==> src/rtl/core/lfs_pkg.sv <==
// Package for the line follow steering block: widths, codes, structs and
// the sensor weight function. No dependencies.
`timescale 1ns / 1ps

package lfs_pkg;

  localparam int LFS_READING_WIDTH = 16;
  localparam int NUM_SENSORS       = 8;
  localparam int SAT_W             = 16;
  localparam int BAND_W            = 14;
  localparam int SPEED_W           = 7;
  localparam int CFG_IDX_W         = 2;
  localparam int CFG_DATA_W        = 16;

  // Reset values of the configuration registers
  localparam logic [SAT_W-1:0]  SAT_LEVEL_RST  = 16'd1000;
  localparam logic [BAND_W-1:0] DEAD_BAND_RST  = 14'd20;
  localparam logic [BAND_W-1:0] NEAR_LIMIT_RST = 14'd25;
  localparam logic [BAND_W-1:0] FAR_LIMIT_RST  = 14'd30;

  // Value substituted for a saturated reading
  localparam int SAT_VALUE = 5;

  localparam logic [SPEED_W-1:0] SPD_CRUISE_LEFT  = 7'd25;
  localparam logic [SPEED_W-1:0] SPD_CRUISE_RIGHT = 7'd30;
  localparam logic [SPEED_W-1:0] SPD_PIVOT_FAST   = 7'd45;
  localparam logic [SPEED_W-1:0] SPD_PIVOT_MID    = 7'd35;
  localparam logic [SPEED_W-1:0] SPD_PIVOT_SLOW   = 7'd25;
  localparam logic [SPEED_W-1:0] SPD_STOP         = 7'd0;

  typedef enum logic [1:0] {
    TURN_STRAIGHT = 2'd0,
    TURN_LEFT     = 2'd1,
    TURN_RIGHT    = 2'd2
  } turn_mode_t;

  typedef enum logic [1:0] {
    LED_KEEP  = 2'd0,
    LED_GREEN = 2'd1,
    LED_BLUE  = 2'd2,
    LED_RED   = 2'd3
  } led_t;

  typedef enum logic [CFG_IDX_W-1:0] {
    CFG_SATURATION = 2'd0,
    CFG_DEAD_BAND  = 2'd1,
    CFG_NEAR_LIMIT = 2'd2,
    CFG_FAR_LIMIT  = 2'd3
  } cfg_idx_t;

  typedef struct packed {
    logic [SAT_W-1:0]  saturation_level;
    logic [BAND_W-1:0] dead_band;
    logic [BAND_W-1:0] near_limit;
    logic [BAND_W-1:0] far_limit;
  } cfg_t;

  typedef struct packed {
    logic               drive_update;
    logic [SPEED_W-1:0] left_speed;
    logic [SPEED_W-1:0] right_speed;
    led_t               led;
    turn_mode_t         mode;
  } steer_t;

  // Weight of sensor i in half sensor pitches, leftmost negative
  function automatic int sensor_weight(input int idx);
    return 2 * idx - 7;
  endfunction

endpackage

==> src/rtl/core/lfs_chan_if.sv <==
// Handshake channel interfaces for sensor samples and steering results.
// Depends on lfs_pkg.
`timescale 1ns / 1ps

interface lfs_sample_if
  import lfs_pkg::*;
#(
  parameter int READING_WIDTH = LFS_READING_WIDTH
) ();
  logic                     valid;
  logic                     ready;
  logic [READING_WIDTH-1:0] reading_0;
  logic [READING_WIDTH-1:0] reading_1;
  logic [READING_WIDTH-1:0] reading_2;
  logic [READING_WIDTH-1:0] reading_3;
  logic [READING_WIDTH-1:0] reading_4;
  logic [READING_WIDTH-1:0] reading_5;
  logic [READING_WIDTH-1:0] reading_6;
  logic [READING_WIDTH-1:0] reading_7;

  modport source (
    output valid, reading_0, reading_1, reading_2, reading_3,
           reading_4, reading_5, reading_6, reading_7,
    input  ready
  );
  modport sink (
    input  valid, reading_0, reading_1, reading_2, reading_3,
           reading_4, reading_5, reading_6, reading_7,
    output ready
  );
endinterface

interface lfs_result_if
  import lfs_pkg::*;
();
  logic               valid;
  logic               ready;
  logic               drive_update;
  logic [SPEED_W-1:0] left_speed;
  logic [SPEED_W-1:0] right_speed;
  logic [1:0]         led_colour;
  logic [1:0]         turn_mode_out;

  modport source (
    output valid, drive_update, left_speed, right_speed, led_colour, turn_mode_out,
    input  ready
  );
  modport sink (
    input  valid, drive_update, left_speed, right_speed, led_colour, turn_mode_out,
    output ready
  );
endinterface

==> src/rtl/core/lfs_cfg_regs.sv <==
// Configuration register bank: saturation level and the three band limits.
// Depends on lfs_pkg.
`timescale 1ns / 1ps

module lfs_cfg_regs
  import lfs_pkg::*;
(
  input  logic                  clk,
  input  logic                  rst_n,
  input  logic                  cfg_we,
  input  logic [CFG_IDX_W-1:0]  cfg_index,
  input  logic [CFG_DATA_W-1:0] cfg_wdata,
  output cfg_t                  cfg
);

  cfg_t cfg_r;
  cfg_t cfg_nxt;

  always_comb begin
    cfg_nxt = cfg_r;
    if (cfg_we) begin
      unique case (cfg_idx_t'(cfg_index))
        CFG_SATURATION: cfg_nxt.saturation_level = cfg_wdata[SAT_W-1:0];
        CFG_DEAD_BAND:  cfg_nxt.dead_band        = cfg_wdata[BAND_W-1:0];
        CFG_NEAR_LIMIT: cfg_nxt.near_limit       = cfg_wdata[BAND_W-1:0];
        CFG_FAR_LIMIT:  cfg_nxt.far_limit        = cfg_wdata[BAND_W-1:0];
      endcase
    end
  end

  always_ff @(posedge clk) begin
    if (!rst_n) begin
      cfg_r.saturation_level <= SAT_LEVEL_RST;
      cfg_r.dead_band        <= DEAD_BAND_RST;
      cfg_r.near_limit       <= NEAR_LIMIT_RST;
      cfg_r.far_limit        <= FAR_LIMIT_RST;
    end else begin
      cfg_r <= cfg_nxt;
    end
  end

  assign cfg = cfg_r;

endmodule

==> src/rtl/core/lfs_pos_sum.sv <==
// Weighted line position sum over the eight clipped sensor readings.
// Depends on lfs_pkg.
`timescale 1ns / 1ps

module lfs_pos_sum
  import lfs_pkg::*;
#(
  parameter int READING_WIDTH = LFS_READING_WIDTH,
  parameter int SUM_W         = LFS_READING_WIDTH + 5
) (
  input  logic [READING_WIDTH-1:0] rd [NUM_SENSORS],
  input  logic [SAT_W-1:0]         saturation_level,
  output logic signed [SUM_W-1:0]  pos_sum
);

  logic signed [SUM_W-1:0] term [NUM_SENSORS];

  for (genvar g = 0; g < NUM_SENSORS; g++) begin : g_term
    logic [SUM_W-1:0]        mag;
    logic signed [SUM_W-1:0] wgt;

    assign mag = (SAT_W'(rd[g]) >= saturation_level) ? SUM_W'(SAT_VALUE) : SUM_W'(rd[g]);
    assign wgt = SUM_W'(sensor_weight(g));
    // constant weight, reduces to a shift-add
    assign term[g] = SUM_W'($signed(mag) * wgt);
  end

  assign pos_sum = ((term[0] + term[1]) + (term[2] + term[3]))
                 + ((term[4] + term[5]) + (term[6] + term[7]));

endmodule

==> src/rtl/core/lfs_steer_ctrl.sv <==
// Turn memory and steering decision from the position sum and band limits.
// Depends on lfs_pkg.
`timescale 1ns / 1ps

module lfs_steer_ctrl
  import lfs_pkg::*;
#(
  parameter int SUM_W = LFS_READING_WIDTH + 5
) (
  input  logic                    clk,
  input  logic                    rst_n,
  input  logic                    advance,
  input  logic signed [SUM_W-1:0] pos_sum,
  input  cfg_t                    cfg,
  output steer_t                  res
);

  turn_mode_t turn_mode_r;
  turn_mode_t turn_mode_nxt;

  // sum is in half pitches, so limits are doubled
  logic signed [SUM_W-1:0] db2;
  logic signed [SUM_W-1:0] nl2;
  logic signed [SUM_W-1:0] fl2;

  assign db2 = $signed(SUM_W'({cfg.dead_band, 1'b0}));
  assign nl2 = $signed(SUM_W'({cfg.near_limit, 1'b0}));
  assign fl2 = $signed(SUM_W'({cfg.far_limit, 1'b0}));

  always_comb begin
    res.drive_update = 1'b0;
    res.left_speed   = SPD_STOP;
    res.right_speed  = SPD_STOP;
    res.led          = LED_KEEP;
    turn_mode_nxt    = turn_mode_r;

    priority if (pos_sum == '0) begin
      turn_mode_nxt    = TURN_STRAIGHT;
      res.drive_update = 1'b1;
      res.left_speed   = SPD_CRUISE_LEFT;
      res.right_speed  = SPD_CRUISE_RIGHT;
      res.led          = LED_GREEN;
    end else if ((pos_sum < 0 && pos_sum > -db2) || (pos_sum > 0 && pos_sum < db2)) begin
      // inside the dead band: cruise, or just drop an active turn
      if (turn_mode_r == TURN_STRAIGHT) begin
        res.drive_update = 1'b1;
        res.left_speed   = SPD_CRUISE_LEFT;
        res.right_speed  = SPD_CRUISE_RIGHT;
        res.led          = LED_GREEN;
      end else begin
        turn_mode_nxt = TURN_STRAIGHT;
      end
    end else if (pos_sum < 0) begin
      if (turn_mode_r == TURN_LEFT) begin
        res.drive_update = 1'b1;
        res.led          = LED_BLUE;
        priority if (pos_sum < -fl2) res.left_speed = SPD_PIVOT_FAST;
        else if (pos_sum > -nl2)     res.left_speed = SPD_PIVOT_MID;
        else                         res.left_speed = SPD_PIVOT_SLOW;
      end else begin
        turn_mode_nxt = TURN_LEFT;
      end
    end else begin
      res.led = LED_RED;
      if (turn_mode_r == TURN_RIGHT) begin
        res.drive_update = 1'b1;
        priority if (pos_sum > fl2) res.right_speed = SPD_PIVOT_FAST;
        else if (pos_sum < nl2)     res.right_speed = SPD_PIVOT_MID;
        else                        res.right_speed = SPD_PIVOT_SLOW;
      end else begin
        turn_mode_nxt = TURN_RIGHT;
      end
    end

    res.mode = turn_mode_nxt;
  end

  always_ff @(posedge clk) begin
    if (!rst_n) begin
      turn_mode_r <= TURN_STRAIGHT;
    end else if (advance) begin
      turn_mode_r <= turn_mode_nxt;
    end
  end

endmodule

==> src/rtl/core/line_follow_steering.sv <==
// Line follow steering block: sample register, position sum, turn memory
// and result register. Depends on lfs_pkg, lfs_chan_if and the lfs_* modules.
//
// Usage:
//   in_chan  : one transaction carries eight sensor readings (one sample).
//   out_chan : one transaction per sample: drive_update, left/right speed in
//              hundredths, led_colour and the turn mode after the sample.
//   cfg_*    : write port for saturation level, dead band, near and far limit;
//              write only while no sample is in flight.
// Path: an accepted sample waits in the sample register; its result is loaded
//   into the result register once that register is free or being emptied.
// Throughput: one sample per cycle while out_chan is not held; the weighted
//   sum and the turn decision sit in one stage between the two registers.
// Reset (rst_n low, synchronous): both stages empty, turn memory straight,
//   configuration back to 1000 / 20 / 25 / 30.
// Stall: while out_chan is held, the result register keeps its transaction
//   and the sample register can still take one more sample; after that
//   in_chan.ready drops until the result is taken.
`timescale 1ns / 1ps

module line_follow_steering
  import lfs_pkg::*;
#(
  parameter int READING_WIDTH = LFS_READING_WIDTH
) (
  input  logic                  clk,
  input  logic                  rst_n,
  lfs_sample_if.sink            in_chan,
  lfs_result_if.source          out_chan,
  input  logic                  cfg_we,
  input  logic [CFG_IDX_W-1:0]  cfg_index,
  input  logic [CFG_DATA_W-1:0] cfg_wdata
);

  localparam int SUM_W = READING_WIDTH + 5;

  cfg_t cfg;

  logic [READING_WIDTH-1:0] rd_r [NUM_SENSORS];
  logic                     s1_valid_r;
  logic                     s1_valid_nxt;
  steer_t                   out_r;
  logic                     out_valid_r;
  logic                     out_valid_nxt;

  logic                     in_fire;
  logic                     advance;
  logic signed [SUM_W-1:0]  pos_sum;
  steer_t                   res;

  lfs_cfg_regs u_cfg (
    .clk       (clk),
    .rst_n     (rst_n),
    .cfg_we    (cfg_we),
    .cfg_index (cfg_index),
    .cfg_wdata (cfg_wdata),
    .cfg       (cfg)
  );

  assign advance       = s1_valid_r && (!out_valid_r || out_chan.ready);
  assign in_chan.ready = !s1_valid_r || advance;
  assign in_fire       = in_chan.valid && in_chan.ready;

  always_comb begin
    s1_valid_nxt = s1_valid_r;
    if (in_fire) begin
      s1_valid_nxt = 1'b1;
    end else if (advance) begin
      s1_valid_nxt = 1'b0;
    end
    out_valid_nxt = out_valid_r;
    if (advance) begin
      out_valid_nxt = 1'b1;
    end else if (out_chan.ready) begin
      out_valid_nxt = 1'b0;
    end
  end

  always_ff @(posedge clk) begin
    if (!rst_n) begin
      s1_valid_r  <= 1'b0;
      out_valid_r <= 1'b0;
    end else begin
      s1_valid_r  <= s1_valid_nxt;
      out_valid_r <= out_valid_nxt;
    end
  end

  always_ff @(posedge clk) begin
    if (in_fire) begin
      rd_r[0] <= in_chan.reading_0;
      rd_r[1] <= in_chan.reading_1;
      rd_r[2] <= in_chan.reading_2;
      rd_r[3] <= in_chan.reading_3;
      rd_r[4] <= in_chan.reading_4;
      rd_r[5] <= in_chan.reading_5;
      rd_r[6] <= in_chan.reading_6;
      rd_r[7] <= in_chan.reading_7;
    end
    if (advance) begin
      out_r <= res;
    end
  end

  lfs_pos_sum #(
    .READING_WIDTH (READING_WIDTH),
    .SUM_W         (SUM_W)
  ) u_sum (
    .rd               (rd_r),
    .saturation_level (cfg.saturation_level),
    .pos_sum          (pos_sum)
  );

  lfs_steer_ctrl #(
    .SUM_W (SUM_W)
  ) u_ctrl (
    .clk     (clk),
    .rst_n   (rst_n),
    .advance (advance),
    .pos_sum (pos_sum),
    .cfg     (cfg),
    .res     (res)
  );

  assign out_chan.valid         = out_valid_r;
  assign out_chan.drive_update  = out_r.drive_update;
  assign out_chan.left_speed    = out_r.left_speed;
  assign out_chan.right_speed   = out_r.right_speed;
  assign out_chan.led_colour    = out_r.led;
  assign out_chan.turn_mode_out = out_r.mode;

endmodule

==> src/flat_wrapper.sv <==
// flat-port wrapper written by rule: the top's interface ports become plain ports
module line_follow_steering_flat import lfs_pkg::*;
#(
  parameter int READING_WIDTH = LFS_READING_WIDTH
)
  (clk, rst_n, cfg_we, cfg_index, cfg_wdata, in_chan_valid, in_chan_reading_0, in_chan_reading_1, in_chan_reading_2, in_chan_reading_3, in_chan_reading_4, in_chan_reading_5, in_chan_reading_6, in_chan_reading_7, in_chan_ready, out_chan_valid, out_chan_drive_update, out_chan_left_speed, out_chan_right_speed, out_chan_led_colour, out_chan_turn_mode_out, out_chan_ready);
  lfs_sample_if #(.READING_WIDTH(READING_WIDTH)) in_chan_i ();
  lfs_result_if out_chan_i ();
  input  logic clk;
  input  logic rst_n;
  input  logic cfg_we;
  input  logic [CFG_IDX_W-1:0] cfg_index;
  input  logic [CFG_DATA_W-1:0] cfg_wdata;
  input wire logic [$bits(in_chan_i.valid)-1:0] in_chan_valid;
  input wire logic [$bits(in_chan_i.reading_0)-1:0] in_chan_reading_0;
  input wire logic [$bits(in_chan_i.reading_1)-1:0] in_chan_reading_1;
  input wire logic [$bits(in_chan_i.reading_2)-1:0] in_chan_reading_2;
  input wire logic [$bits(in_chan_i.reading_3)-1:0] in_chan_reading_3;
  input wire logic [$bits(in_chan_i.reading_4)-1:0] in_chan_reading_4;
  input wire logic [$bits(in_chan_i.reading_5)-1:0] in_chan_reading_5;
  input wire logic [$bits(in_chan_i.reading_6)-1:0] in_chan_reading_6;
  input wire logic [$bits(in_chan_i.reading_7)-1:0] in_chan_reading_7;
  output wire logic [$bits(in_chan_i.ready)-1:0] in_chan_ready;
  output wire logic [$bits(out_chan_i.valid)-1:0] out_chan_valid;
  output wire logic [$bits(out_chan_i.drive_update)-1:0] out_chan_drive_update;
  output wire logic [$bits(out_chan_i.left_speed)-1:0] out_chan_left_speed;
  output wire logic [$bits(out_chan_i.right_speed)-1:0] out_chan_right_speed;
  output wire logic [$bits(out_chan_i.led_colour)-1:0] out_chan_led_colour;
  output wire logic [$bits(out_chan_i.turn_mode_out)-1:0] out_chan_turn_mode_out;
  input wire logic [$bits(out_chan_i.ready)-1:0] out_chan_ready;
  assign in_chan_i.valid = in_chan_valid;
  assign in_chan_i.reading_0 = in_chan_reading_0;
  assign in_chan_i.reading_1 = in_chan_reading_1;
  assign in_chan_i.reading_2 = in_chan_reading_2;
  assign in_chan_i.reading_3 = in_chan_reading_3;
  assign in_chan_i.reading_4 = in_chan_reading_4;
  assign in_chan_i.reading_5 = in_chan_reading_5;
  assign in_chan_i.reading_6 = in_chan_reading_6;
  assign in_chan_i.reading_7 = in_chan_reading_7;
  assign in_chan_ready = in_chan_i.ready;
  assign out_chan_valid = out_chan_i.valid;
  assign out_chan_drive_update = out_chan_i.drive_update;
  assign out_chan_left_speed = out_chan_i.left_speed;
  assign out_chan_right_speed = out_chan_i.right_speed;
  assign out_chan_led_colour = out_chan_i.led_colour;
  assign out_chan_turn_mode_out = out_chan_i.turn_mode_out;
  assign out_chan_i.ready = out_chan_ready;
  line_follow_steering #(.READING_WIDTH(READING_WIDTH)) u_core (.clk(clk), .rst_n(rst_n), .in_chan(in_chan_i), .out_chan(out_chan_i), .cfg_we(cfg_we), .cfg_index(cfg_index), .cfg_wdata(cfg_wdata));
endmodule
==> config.mk <==
export PLATFORM = sky130hd
export DESIGN_NAME = line_follow_steering_flat
export DESIGN_NICKNAME = d
export VERILOG_FILES = /design/src/rtl/core/lfs_pkg.sv /design/src/rtl/core/lfs_chan_if.sv /design/src/rtl/core/lfs_cfg_regs.sv /design/src/rtl/core/lfs_pos_sum.sv /design/src/rtl/core/lfs_steer_ctrl.sv /design/src/rtl/core/line_follow_steering.sv /design/src/flat_wrapper.sv
export SDC_FILE = /design/constraint.sdc
export NUM_CORES = 1
export LEC_CHECK = 0
export BUFFER_PORTS_ARGS = -buffer_cell sky130_fd_sc_hd__buf_2
export CAP_MARGIN = 20
export CORE_ASPECT_RATIO = 1.1
export CORE_UTILIZATION = 54
export CTS_CLUSTER_DIAMETER = 100
export DETAILED_ROUTE_END_ITERATION = 7
export GPL_ROUTABILITY_DRIVEN = 0
export GPL_TIMING_DRIVEN = 0
export PLACE_DENSITY = 0.71
export SLEW_MARGIN = 20
export SYNTH_ARGS = -nofsm -noshare
export SYNTH_HDL_FRONTEND = slang
export SYNTH_SLANG_ARGS = --single-unit
==> constraint.sdc <==
create_clock -name clk -period 28.9 [get_ports clk]
set_input_delay 4.335 -clock clk [delete_from_list [all_inputs] [get_ports clk]]
set_output_delay 4.335 -clock clk [all_outputs]
set_load 0.03 [all_outputs]
; Word-level counts from Yosys, hierarchy flattened
; Cells that the tools add are included.
[classes]
reduce_logical = 18
multipliers = 6
eq_ne = 5
order_cmp = 16
n_addsub = 11
n_mux = 32
[op_table]
columns = op, n
row1 = $ge A16 B16 Y1, 8
row2 = $mux W16, 8
row3 = $add A21 B21 Y21, 3
row4 = $neg A15 Y21, 3
row5 = $gt A21 B21 Y1, 2
row6 = $lt A21 B16 Y1, 2
row7 = $mul A17 B4 Y21 const B, 2
row8 = $mul A16 B3 Y19 const B, 2
row9 = $mux W17, 2
row10 = $mux W7, 4
row11 = $add A19 B20 Y21, 1
row12 = $add A20 B21 Y21, 1
row13 = $gt A21 B1 Y1 const B, 1
row14 = $gt A21 B16 Y1, 1
row15 = $logic_not A21 Y1, 1
row16 = $lt A21 B1 Y1 const B, 1
row17 = $lt A21 B21 Y1, 1
row18 = $neg A16 Y21, 1
row19 = $add A19 B19 Y20, 1
row20 = $mul A17 B3 Y20 const B, 1
row21 = $add A16 B18 Y19, 1
row22 = $mul A16 B2 Y18 const B, 1
row23 = $mux W6, 3
row24 = $mux W2, 8
row25 = 10 further kinds, 29
[word_totals]
regBits = 209
wordCells = 108
input_bits = 151

; Logic depth before layout (Yosys ltp)
[depth]
word_depth = 12
depth_mapped = 45

; Modules after synthesis
; Synthesis repeated with hierarchy kept, for this count alone.
[hier_totals]
cells_unflattened = 2193
area_unflattened_um2 = 22372.7
[by_module_without_submodules]
columns = module, area_each_um2, cells_per_inst, seq_area_each_um2, n_inst
row1 = lfs_pos_sum, 12124.1, 1341, 0.0, 1
row2 = line_follow_steering, 4518.1, 156, 4454.3, 1
row3 = lfs_steer_ctrl, 3423.3, 474, 40.0, 1
row4 = lfs_cfg_regs, 2307.2, 222, 1161.1, 1

; Worst setup path after synthesis
; Ideal clock, no wire load.
[synth_timing]
path_type = register to register
from = reg, netlist name u_core.u_cfg.cfg[42]
to = reg u_core.out_r, in the netlist u_core.out_chan.right_speed[5], data pin
required_ns = 28.645
setup_ns = 0.255
arrival_ns = 10.512
stages_incl_launch_ff = 40
setup_slack_ns = 18.133
path_cell_list = dfxtp_1 -> ha_1 -> nand2b_1 -> a21o_1 -> a21o_1 -> a21o_1 -> a21o_1 -> a21o_1 -> a21o_1 -> a21oi_1 -> o211ai_1 -> a221oi_1 -> clkbuf_1 -> and2_1 -> fa_1 -> inv_1 -> fa_1 -> fa_1 -> [... 4 more ...] -> inv_1 -> ha_1 -> a211o_1 -> a21o_1 -> a31o_4 -> o22a_1 -> xor2_1 -> ha_1 -> and4_1 -> o211ai_1 -> a21oi_1 -> a2111oi_0 -> a21oi_1 -> o21a_1 -> o41ai_4 -> or3b_4 -> nor2_2 -> and2_1
[synth_between]
elab_chain_len = 12
elab_cells_between_ends = 45
[synth_lines]
columns = element, line_no
row1 = $ge A16 B16 Y1, lfs_pos_sum.sv:22  ; assign mag = (SAT_W'(rd[g]) >= saturation_level) ? SUM_W'(SAT_VALUE) : SUM_W'(rd[g]);
row2 = $mux W16, lfs_pos_sum.sv:22
row3 = "$mul A17 B4 Y21, or another cell as far along", lfs_pos_sum.sv:25  ; assign term[g] = SUM_W'($signed(mag) * wgt);
row4 = "$add A21 B21 Y21, or another cell as far along", lfs_pos_sum.sv:28  ; assign pos_sum = ((term[0] + term[1]) + (term[2] + term[3]))
row5 = $add A21 B21 Y21 or $add A19 B20 Y21 (tied branches), "lfs_pos_sum.sv:28, lfs_pos_sum.sv:29"
row6 = $add A21 B21 Y21 *, lfs_pos_sum.sv:29  ; + ((term[4] + term[5]) + (term[6] + term[7]));
row7 = $lt A21 B16 Y1, lfs_steer_ctrl.sv:68  ; else if (pos_sum < nl2) res.right_speed = SPD_PIVOT_MID;
row8 = $mux W6, lfs_steer_ctrl.sv:68
row9 = $mux W7, lfs_steer_ctrl.sv:67  ; priority if (pos_sum > fl2) res.right_speed = SPD_PIVOT_FAST;
row10 = $mux W7, lfs_steer_ctrl.sv:65  ; if (turn_mode_r == TURN_RIGHT) begin
row11 = $mux W7, lfs_steer_ctrl.sv:53  ; end else if (pos_sum < 0) begin
row12 = $mux W17, lfs_steer_ctrl.sv:43  ; end else if ((pos_sum < 0 && pos_sum > -db2) || (pos_sum > 0 && pos_sum < db2)) begin
row13 = end signal: assignment, line_follow_steering.sv:101  ; out_r <= res;
row14 = end: declaration, line_follow_steering.sv:42  ; steer_t out_r;
; Mark *: on every way between the ends. The rest lies on a longest branch, timed or not.
; A chain may end at the register's enable or synchronous reset.

; Worst setup path in the final report
[layout_timing]
from = reg, netlist name u_core.u_cfg.cfg[42]
to = reg u_core.out_r, in the netlist u_core.out_chan.right_speed[4], data pin
[layout_between]
elab_chain_len = 12
elab_cells_between_ends = 45
[layout_lines]
columns = element, line_no
row1 = $ge A16 B16 Y1, lfs_pos_sum.sv:22
row2 = $mux W16, lfs_pos_sum.sv:22
row3 = "$mul A17 B4 Y21, or another cell as far along", lfs_pos_sum.sv:25
row4 = "$add A21 B21 Y21, or another cell as far along", lfs_pos_sum.sv:28
row5 = $add A21 B21 Y21 or $add A19 B20 Y21 (tied branches), "lfs_pos_sum.sv:28, lfs_pos_sum.sv:29"
row6 = $add A21 B21 Y21 *, lfs_pos_sum.sv:29
row7 = $lt A21 B16 Y1, lfs_steer_ctrl.sv:68
row8 = $mux W6, lfs_steer_ctrl.sv:68
row9 = $mux W7, lfs_steer_ctrl.sv:67
row10 = $mux W7, lfs_steer_ctrl.sv:65
row11 = $mux W7, lfs_steer_ctrl.sv:53
row12 = $mux W17, lfs_steer_ctrl.sv:43
; Marks and branches as above.

==> out/results.tsv <==
metric	value	unit
status	finished clean	
hold_buffers	0	
vias	15619	
max_cap_viol_count	0	
critPathBufInv	9	
critPathSlowestCell	a221oi_1	
cp.required	29180	ps
yosysTopAreaCellShare	20.37	%
die-area	0.04038	mm2
grt_pass1_wl	85950	um
h-tree-depth	1	
dr.pass1.iters	6	
fin_crit_sh	45.72	%
routed_wirelength	53470	um
place_area	0.02292	mm2
ys_types	81	
met3_length	2533	um
ys.warnings.count	0	
die_x	191.7	um
rows	76	
yosysSeqAreaShare	26.18	%
max_stage_delay	690	ps
fmax	75.69	MHz
skew	16.01	ps
grt_antenna_before_repair	0	
wl_per_cell	19.19	um
area.growth.synth_to_final	11.12	%
async_reset_ff_share	0	%
core	0.03908	mm2
root_buffer	clkbuf_16	
layout-drive-gt1-share	10.88	%
diodes	0	
fin_nets	2976	
ys.flop_type	edfxtp_1	
min_path_type	register to register	
grt_use_total	27.56	%
via_per_inst	5.606	
worst_slew_pin_slew	1045	ps
io_buffers	167	
overflow	0	
finalSetupTns	0	ps
dpl.cell_count	2742	
hpwl	44860	um
utilization	60.77	%
crit_path_end_kind	register	
clkSlewWorstSetupHoldPaths	70	ps
die_h	210.7	um
antenna_left	0	
yosys-top-cells-area	edfxtp_1 20%, ha_1 20%, fa_1 20%, dfxtp_1 5.8%, inv_1 5.5%	
cts_setup_buffers	0	
worstPathMaxFanout	10	
synth_seq_cells	207	
cts_tree	done	
numCtsBuffers	24	
grt_max_degree	65	
initial_utilization	54.69	%
synth.most_common_cell	ha_1	
ios	172	
routed.top_layer	met4	
synth_area_per_cell	10.36	um2
cts-resized-gates	0	
cts_sinks	207	
drt_drc_violations_left	0	
cp-start-kind	register	
yosys.area.top_type	edfxtp_1	
drt-initial-drc-count	702	
wl_met1	21460	um
critPathKind	register to register	
min_period	13210	ps
netlist_instances	2063	
clock_latency	560	ps
slew_violations	0	
fin_cells	2786	
crit_family	compound AO/OA/AOI/OAI gates	
slew-limit-headroom	29.82	%
finalSetupViolations	0	
ys_top_cells_by_count	346 x ha_1, 314 x inv_1, 216 x fa_1	
synth_edf_count	145	
cts_buffer_depth	3	
syn_area	0.02137	mm2
design_area	0.02375	mm2
wl_met2	26870	um
grt_pass1_vias	16889	
rsz0062_at_grt	no	
cp.arrival	13500	ps
hold_viol	0	
-- tightest hold or removal path: cells and delay by family (launching register included) --
family / cells / cell delay, ps
flip-flops: 1 / 320
AO/OA/AOI/OAI: 1 / 70
AND/OR/NAND/NOR: 1 / 50
-- cells in the final DEF (no fill, tap or decap), types with 6 or more instances in the layout --
master	count
fa_1	216
nor2b_1	29
o21a_1	22
o211ai_1	24
a31oi_1	6
a21oi_1	62
inv_1	314
a21o_1	61
nor2_1	48
buf_2	172
ha_1	346
xnor2_1	44
a2111oi_0	6
dfxtp_1	62
edfxtp_1	145
a21boi_0	46
clkbuf_1	35
or4_1	10
nand2_1	208
or2_2	7
clkbuf_16	24
o21ai_0	41
or3_1	11
and3_1	16
nand3_1	21
and2_1	88
a211oi_1	7
xor2_1	9
a221oi_1	11
nand2b_1	24
mux2i_1	7
nor4_1	12
nand4_1	12
nor3_1	18
-- metrics by stage --
stage          hold WS, ps  setup WS (ps)
2_1_floorplan        443.5          18130
3_3_place_gp         453.5          15630
3_5_place_dp         469.2          15610
4_1_cts              478.5          15590
5_1_grt              496.4          14900
6_report             479.1          15690
-- per-layer routing --
| metal | vias up | GRT usage (%) |
|---|---|---|
| met2 | 475 | 48.92 |
| li1 | 7437 | - |
| met4 | 0 | 13.44 |
| met1 | 7575 | 33.10 |
| met3 | 132 | 2.907 |
| met5 | - | 0 |
-- sequential cells by signal, indices dropped and copies added, names as in the netlist, 2 cells and up --
signal and flops:
u_core.rd_r 128, u_core.u_cfg.cfg 58, u_core.out_chan.left_speed 6, u_core.out_chan.right_speed 6
u_core.out_chan.led_colour 2, u_core.out_chan.turn_mode_out 2, u_core.u_ctrl.turn_mode_r 2
-- path summary, 6_finish.rpt --
| path | startpoint | depth (start not counted) | end | slack [ps] |
|---|---|---|---|---|
| worst max-delay path | u_core.u_cfg.cfg[42] | 45 | u_core.out_chan.right_speed[4] | 15690 |
| worst min-delay path | u_core.u_cfg.cfg[7] | 2 | u_core.u_cfg.cfg[7] | 480 |
| worst max register to register | u_core.u_cfg.cfg[42] | 45 | u_core.out_chan.right_speed[4] | 15690 |
| worst min register to register | u_core.u_cfg.cfg[7] | 2 | u_core.u_cfg.cfg[7] | 480 |
-- cells by family after synthesis --
| group | count (synthesis) | share of synthesized area, % |
|---|---|---|
| AOI/OAI and AO/OA | 339 | 11.29 |
| xor gates and xnor gates | 55 | 2.254 |
| adders and majority gates | 567 | 40.72 |
| buffers and inverters | 355 | 6.305 |
| DFF | 207 | 26.18 |
| muxes | 7 | 0.3278 |
| other | 1 | 0.01754 |
| and+or+nand+nor | 532 | 12.91 |
-- final cells by class --
class / count / area (um2)
plain buffers: 41 / 168.9
clock buffers: 24 / 600.6
clock inverters: 18 / 200.2
fillers: 3185 / 15330
inverters: 314 / 1179
multi-input cells: 1502 / 14460
flip-flops and latches: 207 / 5595
well taps: 507 / 634.4
repair buffers: 173 / 912.1
Power is left out: the tool's default activity adds up to more than one toggle a clock period on the data nets, which glitch-free logic cannot reach.
